==> src/design/rws_pkg.sv <==
// Shared types, constants and the control store of the roulette wheel selector.
package rws_pkg;

	localparam int MAX_SLOTS_DEF   = 64;
	localparam int WEIGHT_BITS_DEF = 16;
	localparam int DRAW_BITS       = 14;
	localparam int POP_BITS        = 7;
	localparam int SLOT_BITS       = 6;
	localparam int FIT_BITS        = 16;
	localparam int DRAW_SCALE      = 10000;
	localparam logic [POP_BITS-1:0] POP_RESET = 7'd64;

	// Request type codes
	localparam logic REQ_WRITE = 1'b0;
	localparam logic REQ_DRAW  = 1'b1;

	// Sequencer step addresses
	typedef enum logic [2:0] {
		ST_IDLE,
		ST_TOT_FIRST,
		ST_TOT_LOOP,
		ST_TGT,
		ST_SRCH_FIRST,
		ST_SRCH_ACC,
		ST_SRCH_CMP,
		ST_FINISH
	} step_t;

	// Jump conditions
	typedef enum logic [2:0] {
		C_NEVER,
		C_DRAW,
		C_EMPTY,
		C_LAST,
		C_ZERO,
		C_HIT,
		C_BUSY
	} cond_t;

	// Store read operations; applied only when the jump is not taken
	typedef enum logic [1:0] {
		RD_NONE,
		RD_POST,
		RD_HERE,
		RD_PRE
	} rd_op_t;

	typedef struct packed {
		cond_t  cond;
		step_t  jump_to;
		step_t  next;
		logic   in_ready;
		rd_op_t rd_op;
		logic   tot_acc;
		logic   tgt_load;
		logic   cum_acc;
		logic   out_load;
	} uword_t;

	function automatic uword_t ucode(input step_t s);
		uword_t w;
		w = '0;
		unique case (s)
			ST_IDLE: begin
				w = '{cond: C_DRAW, jump_to: ST_TOT_FIRST, next: ST_IDLE, in_ready: 1'b1,
					rd_op: RD_NONE, tot_acc: 1'b0, tgt_load: 1'b0, cum_acc: 1'b0,
					out_load: 1'b0};
			end
			ST_TOT_FIRST: begin
				w = '{cond: C_EMPTY, jump_to: ST_FINISH, next: ST_TOT_LOOP, in_ready: 1'b0,
					rd_op: RD_POST, tot_acc: 1'b0, tgt_load: 1'b0, cum_acc: 1'b0,
					out_load: 1'b0};
			end
			ST_TOT_LOOP: begin
				w = '{cond: C_LAST, jump_to: ST_TGT, next: ST_TOT_LOOP, in_ready: 1'b0,
					rd_op: RD_POST, tot_acc: 1'b1, tgt_load: 1'b0, cum_acc: 1'b0,
					out_load: 1'b0};
			end
			ST_TGT: begin
				w = '{cond: C_ZERO, jump_to: ST_FINISH, next: ST_SRCH_FIRST, in_ready: 1'b0,
					rd_op: RD_NONE, tot_acc: 1'b0, tgt_load: 1'b1, cum_acc: 1'b0,
					out_load: 1'b0};
			end
			ST_SRCH_FIRST: begin
				w = '{cond: C_NEVER, jump_to: ST_SRCH_ACC, next: ST_SRCH_ACC, in_ready: 1'b0,
					rd_op: RD_HERE, tot_acc: 1'b0, tgt_load: 1'b0, cum_acc: 1'b0,
					out_load: 1'b0};
			end
			ST_SRCH_ACC: begin
				w = '{cond: C_NEVER, jump_to: ST_SRCH_CMP, next: ST_SRCH_CMP, in_ready: 1'b0,
					rd_op: RD_NONE, tot_acc: 1'b0, tgt_load: 1'b0, cum_acc: 1'b1,
					out_load: 1'b0};
			end
			ST_SRCH_CMP: begin
				w = '{cond: C_HIT, jump_to: ST_FINISH, next: ST_SRCH_ACC, in_ready: 1'b0,
					rd_op: RD_PRE, tot_acc: 1'b0, tgt_load: 1'b0, cum_acc: 1'b0,
					out_load: 1'b0};
			end
			ST_FINISH: begin
				w = '{cond: C_BUSY, jump_to: ST_FINISH, next: ST_IDLE, in_ready: 1'b0,
					rd_op: RD_NONE, tot_acc: 1'b0, tgt_load: 1'b0, cum_acc: 1'b0,
					out_load: 1'b1};
			end
			default: begin
				w = '{cond: C_NEVER, jump_to: ST_IDLE, next: ST_IDLE, in_ready: 1'b0,
					rd_op: RD_NONE, tot_acc: 1'b0, tgt_load: 1'b0, cum_acc: 1'b0,
					out_load: 1'b0};
			end
		endcase
		return w;
	endfunction

endpackage

==> src/design/rws_ram.sv <==
// Generic single-write, single-read RAM with registered read data.
module rws_ram #(
	parameter int WIDTH = 16,
	parameter int DEPTH = 64
) (
	input  logic                                       clk,
	input  logic                                       we,
	input  logic [((DEPTH > 1) ? $clog2(DEPTH) : 1)-1:0] waddr,
	input  logic [WIDTH-1:0]                           wdata,
	input  logic [((DEPTH > 1) ? $clog2(DEPTH) : 1)-1:0] raddr,
	output logic [WIDTH-1:0]                           rdata
);

	logic [WIDTH-1:0] mem_q [DEPTH];

	always_ff @(posedge clk) begin
		if (we) begin
			mem_q[waddr] <= wdata;
		end
		rdata <= mem_q[raddr];
	end

endmodule

==> src/design/roulette_wheel_selector.sv <==
// Roulette wheel selector: weight store plus microcoded total-and-search sequencer.
//
//   channel  | handshake            | payload
//   ---------+----------------------+----------------------------------------------
//   in       | in_valid / in_stall  | req_type, slot_index, fitness_weight, draw_value
//   out      | out_valid / out_stall| selected_slot, zero_total
//   cfg      | cfg_wr_en            | cfg_wr_data (population_count)
//
// A write beat is accepted in the idle step. A draw totals the n slots in use, one
// read a cycle, then searches them slot by slot, each slot needing a store read and
// an accumulate before the compare; a zero total skips the search. This order of
// steps follows from the single read port of the weight store.
// Reset clears the sequencer, the output valid and population_count (to 64); the
// weight store holds no reset value. in_stall is high while a draw runs; a result
// held by out_stall parks the sequencer in its last step until the output frees.
module roulette_wheel_selector import rws_pkg::*; #(
	parameter int MAX_SLOTS   = MAX_SLOTS_DEF,
	parameter int WEIGHT_BITS = WEIGHT_BITS_DEF
) (
	input  logic                 clk,
	input  logic                 arst_n,
	input  logic                 cfg_wr_en,
	input  logic [POP_BITS-1:0]  cfg_wr_data,
	input  logic                 in_valid,
	output logic                 in_stall,
	input  logic                 req_type,
	input  logic [SLOT_BITS-1:0] slot_index,
	input  logic [FIT_BITS-1:0]  fitness_weight,
	input  logic [DRAW_BITS-1:0] draw_value,
	output logic                 out_valid,
	input  logic                 out_stall,
	output logic [SLOT_BITS-1:0] selected_slot,
	output logic                 zero_total
);

	localparam int AW = (MAX_SLOTS > 1) ? $clog2(MAX_SLOTS) : 1;
	localparam int NW = ($clog2(MAX_SLOTS + 1) > POP_BITS) ? $clog2(MAX_SLOTS + 1) : POP_BITS;
	localparam int TW = WEIGHT_BITS + AW;
	localparam int SW = DRAW_BITS + TW;

	step_t                 step_q;
	uword_t                uw;
	logic                  jump;
	logic                  accept_in;
	logic [POP_BITS-1:0]   pop_q;
	logic [NW-1:0]         pop_ext;
	logic [NW-1:0]         n_slots;
	logic [NW-1:0]         n_m1;
	logic [NW-1:0]         idx_q;
	logic [NW-1:0]         idx_p1;
	logic [TW-1:0]         total_q;
	logic [TW-1:0]         cum_q;
	logic [DRAW_BITS-1:0]  r_q;
	logic [SW-1:0]         target_q;
	logic [SW-1:0]         scaled;
	logic                  hit;
	logic                  tot_zero;
	logic                  rd_move;
	logic                  wr_en;
	logic [AW-1:0]         wr_addr;
	logic [WEIGHT_BITS-1:0] wr_data;
	logic [47:0]           fw_ext;
	logic [15:0]           slot_ext;
	logic [AW-1:0]         rd_addr;
	logic [WEIGHT_BITS-1:0] rd_data;
	logic                  out_valid_q;
	logic [SLOT_BITS-1:0]  sel_q;
	logic                  zero_q;

	assign uw        = ucode(step_q);
	assign in_stall  = !uw.in_ready;
	assign accept_in = in_valid && uw.in_ready;

	assign pop_ext  = NW'(pop_q);
	assign n_slots  = (pop_ext > NW'(MAX_SLOTS)) ? NW'(MAX_SLOTS) : pop_ext;
	assign n_m1     = n_slots - 1'b1;
	assign idx_p1   = idx_q + 1'b1;
	assign tot_zero = (total_q == '0);
	assign scaled   = SW'(cum_q) * SW'(DRAW_SCALE);
	assign hit      = (scaled >= target_q) || (idx_q == n_m1);

	always_comb begin
		unique case (uw.cond)
			C_DRAW:  jump = accept_in && (req_type == REQ_DRAW);
			C_EMPTY: jump = (n_slots == '0);
			C_LAST:  jump = (idx_q == n_slots);
			C_ZERO:  jump = tot_zero;
			C_HIT:   jump = hit;
			C_BUSY:  jump = out_valid_q && out_stall;
			default: jump = 1'b0;
		endcase
	end

	assign rd_move = !jump && (uw.rd_op == RD_POST || uw.rd_op == RD_PRE);
	assign rd_addr = (uw.rd_op == RD_PRE) ? idx_p1[AW-1:0] : idx_q[AW-1:0];

	// Weight writes land only from the idle step; drop slots past the store
	assign fw_ext   = 48'(fitness_weight);
	assign slot_ext = 16'(slot_index);
	assign wr_data  = fw_ext[WEIGHT_BITS-1:0];
	assign wr_addr  = slot_ext[AW-1:0];
	assign wr_en    = accept_in && (req_type == REQ_WRITE) && (32'(slot_index) < MAX_SLOTS);

	rws_ram #(
		.WIDTH (WEIGHT_BITS),
		.DEPTH (MAX_SLOTS)
	) u_store (
		.clk   (clk),
		.we    (wr_en),
		.waddr (wr_addr),
		.wdata (wr_data),
		.raddr (rd_addr),
		.rdata (rd_data)
	);

	always_ff @(posedge clk or negedge arst_n) begin
		if (!arst_n) begin
			step_q      <= ST_IDLE;
			pop_q       <= POP_RESET;
			out_valid_q <= 1'b0;
		end else begin
			step_q <= jump ? uw.jump_to : uw.next;
			if (cfg_wr_en) begin
				pop_q <= cfg_wr_data;
			end
			if (uw.out_load && !jump) begin
				out_valid_q <= 1'b1;
			end else if (out_valid_q && !out_stall) begin
				out_valid_q <= 1'b0;
			end
		end
	end

	always_ff @(posedge clk) begin
		if (uw.in_ready || uw.tgt_load) begin
			idx_q <= '0;
		end else if (rd_move) begin
			idx_q <= idx_p1;
		end
		if (uw.in_ready) begin
			total_q <= '0;
		end else if (uw.tot_acc) begin
			total_q <= total_q + TW'(rd_data);
		end
		if (uw.tgt_load) begin
			cum_q    <= '0;
			target_q <= SW'(r_q) * SW'(total_q);
		end else if (uw.cum_acc) begin
			cum_q <= cum_q + TW'(rd_data);
		end
		if (accept_in && (req_type == REQ_DRAW)) begin
			r_q <= draw_value;
		end
		if (uw.out_load && !jump) begin
			sel_q  <= tot_zero ? '0 : idx_q[SLOT_BITS-1:0];
			zero_q <= tot_zero;
		end
	end

	assign out_valid     = out_valid_q;
	assign selected_slot = sel_q;
	assign zero_total    = zero_q;

	a_zero_pick: assert property (@(posedge clk) disable iff (!arst_n)
		out_valid_q && zero_q |-> sel_q == '0)
		else $error("zero total result names a slot other than 0");

	a_tot_bound: assert property (@(posedge clk) disable iff (!arst_n)
		step_q == ST_TOT_LOOP |-> idx_q <= n_slots && idx_q != '0)
		else $error("total walk left the slots in use");

	a_srch_bound: assert property (@(posedge clk) disable iff (!arst_n)
		step_q == ST_SRCH_CMP |-> idx_q < n_slots)
		else $error("search passed the last slot in use");

	a_srch_nonzero: assert property (@(posedge clk) disable iff (!arst_n)
		step_q == ST_SRCH_ACC |-> !tot_zero)
		else $error("search entered with a zero total");

	a_finish: assert property (@(posedge clk) disable iff (!arst_n)
		step_q == ST_FINISH && !(out_valid_q && out_stall)
		|=> out_valid_q && step_q == ST_IDLE)
		else $error("finished draw did not post a result");

endmodule
==> config.mk <==
export PLATFORM = sky130hd
export DESIGN_NAME = roulette_wheel_selector
export DESIGN_NICKNAME = d
export VERILOG_FILES = /design/src/design/rws_pkg.sv /design/src/design/rws_ram.sv /design/src/design/roulette_wheel_selector.sv
export SDC_FILE = /design/constraint.sdc
export NUM_CORES = 2
export LEC_CHECK = 0
export BUFFER_PORTS_ARGS = -buffer_cell sky130_fd_sc_hd__buf_2
export CORE_ASPECT_RATIO = 0.9
export CORE_UTILIZATION = 50
export DETAILED_ROUTE_END_ITERATION = 10
export PLACE_DENSITY = 0.65
export SKIP_LAST_GASP = 1
export SYNTH_ARGS = -nofsm -noshare
export SYNTH_HDL_FRONTEND = slang
export SYNTH_SLANG_ARGS = --single-unit
==> constraint.sdc <==
create_clock -name clk -period 9.2 [get_ports clk]
set_clock_uncertainty 0.1 [all_clocks]
set_input_delay 0.46 -clock clk [delete_from_list [all_inputs] [get_ports clk]]
set_output_delay 0.46 -clock clk [all_outputs]
set_load 0.05 [all_outputs]
# == After elaboration in Yosys (flattened, before gate mapping) ==
# Memory sizes are Yosys's and may differ from the RTL's. A register that Yosys moved wholly into a read port is not among the register bits.
# Cells that the tools add are included.
# word_totals
in_bits,49
ram_bits,1024
output_inout_bits,9
mem_count,2
wordCells,55
mem_bits_ro,128
reg_bits,119
# mem_list
name,depth,word_bits,rd,rd_clocked_by_memory_dff,wr,line,source
u_store.mem_q,64,16,1,1,1,rws_ram.sv:14,logic [WIDTH-1:0] mem_q [DEPTH];
(name not given),8,16,1,0,0,rws_pkg.sv:63,unique case (s)
# classes
bitwise_logic,1
n_lt_le_gt_ge,2
reduce_logical,16
addsub,4
n_mul,2
muxes,8
eq_ne,10
# op_table
op,n
adder 22 x 16 -> 22 bit,2
>= comparator 36 bit,1
multiplier 14 x 22 -> 36 bit,1
"multiplier 22 x 10 -> 32 bit, second input constant",1
zero test 22 bit,1
equality test 7 bit,2
"equality test 3 bit, second input constant",3
"adder 7 x 1 -> 7 bit, second input constant",1
"> comparator 7 bit, second input constant",1
logical AND 1 bit,7
zero test 7 bit,1
2-to-1 mux 7 bit,1
"subtractor 7 x 1 -> 7 bit, second input constant",1
"equality test 3 x 2 -> 1 bit, second input constant",2
2-to-1 mux 6 bit,1
case mux 1 bit (6 select lines),1
2-to-1 mux 1 bit,4
"equality test 3 x 1 -> 1 bit, second input constant",1
zero test 1 bit,3
logical OR 1 bit,3
2-to-1 mux 3 bit,1
"equality test 2 x 1 -> 1 bit, second input constant",1
"equality test 2 bit, second input constant",1
nonzero test 2 bit,1
NOT 1 bit,1

# == Depth between registers and ports, before layout ==
# logic_depth
word_depth,9
mapped_depth,32
ltp_nobuf,31

# == Hierarchy ==
# A second synthesis with hierarchy kept.
# hier_totals
cells_unflattened,4091
hier_area_um2,60320.4
# by_module_without_submodules
mod,area_each_um2,seq_area_each_um2,cells_each,n_inst
rws_ram,40042.2,31069.8,1829,1
roulette_wheel_selector,20278.2,3009.1,2262,1

# == Least setup slack after synthesis ==
# OpenSTA, ideal clock, no wires.
# synth_path
path_kind,flip-flop to flip-flop
from,reg cum_q[4]
to,reg sel_q[0] (netlist: selected_slot[0]) (enable)
period_less_slack_ns,7.010
arrival_time_ns,6.550
stages_incl_launch_ff,32
setup_time_ns,0.360
n_path_buf,0
path_slack_ns,2.190
required_ns,8.740
cell_sequence,dfxtp_1 -> inv_1 -> fa_1 -> inv_1 -> ha_1 -> inv_1 -> fa_1 -> inv_1 -> ha_1 -> inv_1 -> fa_1 -> inv_1 -> ha_1 -> o21a_1 -> o21a_1 -> o21a_1 -> o211a_1 -> o211ai_1 -> nor2b_1 -> o21bai_1 -> a21oi_1 -> xnor2_1 -> ha_1 -> a21o_1 -> a21o_1 -> a211o_1 -> o211ai_1 -> a21oi_1 -> o32a_1 -> a311oi_1 -> nand2_1 -> nor2_1
# synth_between
elab_chain_len,6
# synth_lines
item,line,source
start: declaration,roulette_wheel_selector.sv:52,logic [TW-1:0] cum_q;
start signal: assignment,roulette_wheel_selector.sv:149,cum_q <= cum_q + TW'(rd_data);
multiplier 22 x 10 -> 32 bit,roulette_wheel_selector.sv:79,assign scaled = SW'(cum_q) * SW'(DRAW_SCALE);
>= comparator 36 bit,roulette_wheel_selector.sv:80,assign hit = (scaled >= target_q) || (idx_q == n_m1);
logical OR 1 bit,roulette_wheel_selector.sv:80,
case mux 1 bit (6 select lines),roulette_wheel_selector.sv:83,unique case (uw.cond)
zero test 1 bit,roulette_wheel_selector.sv:154,if (uw.out_load && !jump) begin
logical AND 1 bit,roulette_wheel_selector.sv:154,
end signal: assignment,roulette_wheel_selector.sv:155,sel_q <= tot_zero ? '0 : idx_q[SLOT_BITS-1:0];
end: declaration,roulette_wheel_selector.sv:67,logic [SLOT_BITS-1:0] sel_q;
# No other way between the ends.
# A chain may end at the register's enable or synchronous reset.

# == Worst setup path in the final report ==
# Ends and elaborated chain as after synthesis.

==> impl_results.md <==
- Status: completed
- Commonest non-fill, non-tap cell in the layout: edfxtp_1
- Crit-path max cell delay: around 0.55 ns
- Post-route DRC: 0
- Layout cells sized above 1: 17.73%
- CP endpoint kind: flip-flop
- FMAX: approximately 0.13 GHz
- Mapped Avg Cell Area: 15.70 um^2
- Initial Utilization: between 50 and 60%
- Largest net degree at the start of global routing: 125
- Vias per std cell: 5.734
- Setup repair bufs after CTS: 0
- Cells after synthesis: 3792
- CTS Sinks: 1159
- EDFF count, synth: 1081
- Antenna violations before repair: 8
- DRT iter0 DRCs: 2927
- Ys flop type: edfxtp_1
- WHS Path Cells: 2
- Vias in the first global route: 33160
- Ys async rst share: 0.9491%
- Reg2Reg Depth: 32
- Type of the most critical hold path: in2reg
- Post-Route WL: 137800 um
- H-tree depth: 3
- Total negative slack: 0 ns
- Seq/Total Area, Yosys: a little under three fifths
- Die Span Y: 329.4 um
- Cell Count Post-Placement: 5380
- Most frequent cells in the layout: edfxtp_1 (1081), inv_1 (415), mux4_2 (336)
- Gr ovfl total: 0
- Reg area: 0.03408 mm^2
- Crit path top cell by count: inv_1
- Crit-path slowest cell: fa_1
- Final non-filler cell total: 5620
- Tcrit/Tclk final: a little over four fifths
- Mapped Nets: 4398
- Syn. warnings: 0
- CP Data Arrival Time: 7.86 ns
- Area leader, netlist: edfxtp_1
- Final Hold Vio Count: 0
- CTS Buf Count: 114
- Via Count: approximately 32000
- Critical Path RT: 9.38 ns
- 1st-pass router iterations: 8
- Synth-to-Final Area Change: 11.07%
- Ports: 58
- Gpl congestion: 0.8773
- Final Max Slew Viols: 0
- Final min period: 7.675 ns
- Crit Path Class: reg2reg
- Clock buffer depth: 3
- Post-route cell area: 0.06613 mm^2
- Post-DP HPWL: 89560 um
- CTS clock-pin slew for the worst setup and hold paths: about 0.060 ns
- Number of distinct library cells after synthesis: 70
- Final Setup Violations: 0
- Slew headroom: 11.83%
- Post-synth top area share: 54.52%
- Root buf cell: clkbuf_16
- Skew-Pair Late Insertion Delay: 0.70 ns
- Max Cap Violations: 0
- Slew @ Worst Pin: 1.323 ns
- RSZ-0062 raised after global routing: false
- NumNets Final: about 4600
- First-pass GRT wire length: roughly 210000 um
- CTS tree: yes
- Die ar.: between 0.1 and 0.15 mm^2
- Drt wl/cell: 24.52 um
- Core Area: ~0.12 mm^2
- Die width: 365.7 um
- Fin util: 56.29%
- Placed inst area: 0.06217 mm^2
- Row Count: 119
- #FFs+latches synth: ~1200
- Ranking of synthesized cells by area: edfxtp_1 (55%), mux4_2 (13%), fa_1 (9.8%)
- CP startpoint kind: flip-flop
- Area of the multi-input gates: 0.02337 mm^2
- Mapped cell area: slightly below 0.06 mm^2
- Port bufs: 57
- ANT nets after route: 0
- Fill count: 9098
- Gr usage total: 23.38%
- Critical-path maximum fanout: 12
path summary, 6_finish.rpt:
check | slack (ns) | end | start
setup / recovery | 1.53 | selected_slot[0] | cum_q[4]
hold / removal | 0.09 | pop_ext[6] | cfg_wr_en
setup reg to reg | 1.53 | selected_slot[0] | cum_q[4]
hold reg to reg | 0.39 | total_q[13] | total_q[13]
max in group asynchronous | 8.58 | pop_ext[6] | arst_n
min in group asynchronous | 0.16 | pop_ext[4] | arst_n
Yosys cell counts (all sizes together) (7+ instances only):
cell,count
edfxtp,1081
inv,416
mux4,336
fa,292
nand2,287
ha,265
nor2,153
and2,126
clkbuf,120
a21oi,91
dfxtp,67
xnor2,65
o21ai,64
buf,37
a21o,36
nand3,36
nor3,33
xor2,30
nor2b,28
o21a,19
nand2b,18
or3,16
a211oi,11
nand4,11
dfrtp,10
o21bai,10
mux2i,9
nor4,9
a211o,8
a21boi,7
and3,7
mux2,7
o211ai,7
cell type report:
| cell class | instances | area share, % |
|---|---|---|
| diodes | 2 | 0.007568 |
| flip-flops and latches | 1159 | 51.53 |
| multi-input cells | 2060 | 35.34 |
| repair buffers | 195 | 2.142 |
| well taps | 1573 | 2.976 |
| clock inverters | 78 | 1.130 |
| clock buffers | 137 | 4.507 |
| inverters | 416 | 2.361 |
routing by layer:
metal  up-vias  wire length (um)  track usage (%)
li1      14240                 -                -
met5         -                99                0
met4        14              2994            5.343
met3       200              8060            3.489
met2       954             67560            39.13
met1     16820             59110            32.58
cell families (layout without fill, tap and decap cells):
kind of cell               Yosys count  in the layout  synth area share [%]
DFF                               1159           1159                 57.24
AOI/OAI and AO/OA                  305            305                 3.295
muxes                              352            352                 12.99
other                                0              2                     0
buffers and inverters              573            826                 3.686
and+or+nand+nor                    751            751                 5.998
xor gates and xnor gates            95             95                 1.398
adders and majority gates          557            557                 15.39
state kept, by name, indices dropped and copies added (netlist names), 6 cells and up:
signal,flops
selected_slot,6
target_q,36
u_store.rdata,16
idx_q,7
pop_ext,7
cum_q,22
u_store.mem_q,1024
r_q,14
total_q,22
worst max-delay path, delay by kind of cell (launching register included):
family / cells / cell delay (ns)
fa+ha+maj: 7 / 2.60
flops: 1 / 0.42
xor+xnor: 1 / 0.14
simple gates: 3 / 0.86
buf+inv: 7 / 0.61
compound gates: 14 / 2.54
metrics by stage:
stage,setup slack (ns),hold WS [ns]
after floorplan,2.190,0.06441
after global placement,1.704,0.2473
after detailed placement,1.574,0.2522
after CTS,1.504,0.05115
after global routing,0.9929,0.07098
final,1.525,0.09429
what timing repair did:
action | in CTS | in global routing
hold buffers | 23 | 0
endpoints found under the hold margin | 33 | 0
resized for setup | 0 | 0
Power is left out: the tool's default activity adds up to more than one toggle a clock period on the data nets, which glitch-free logic cannot reach.
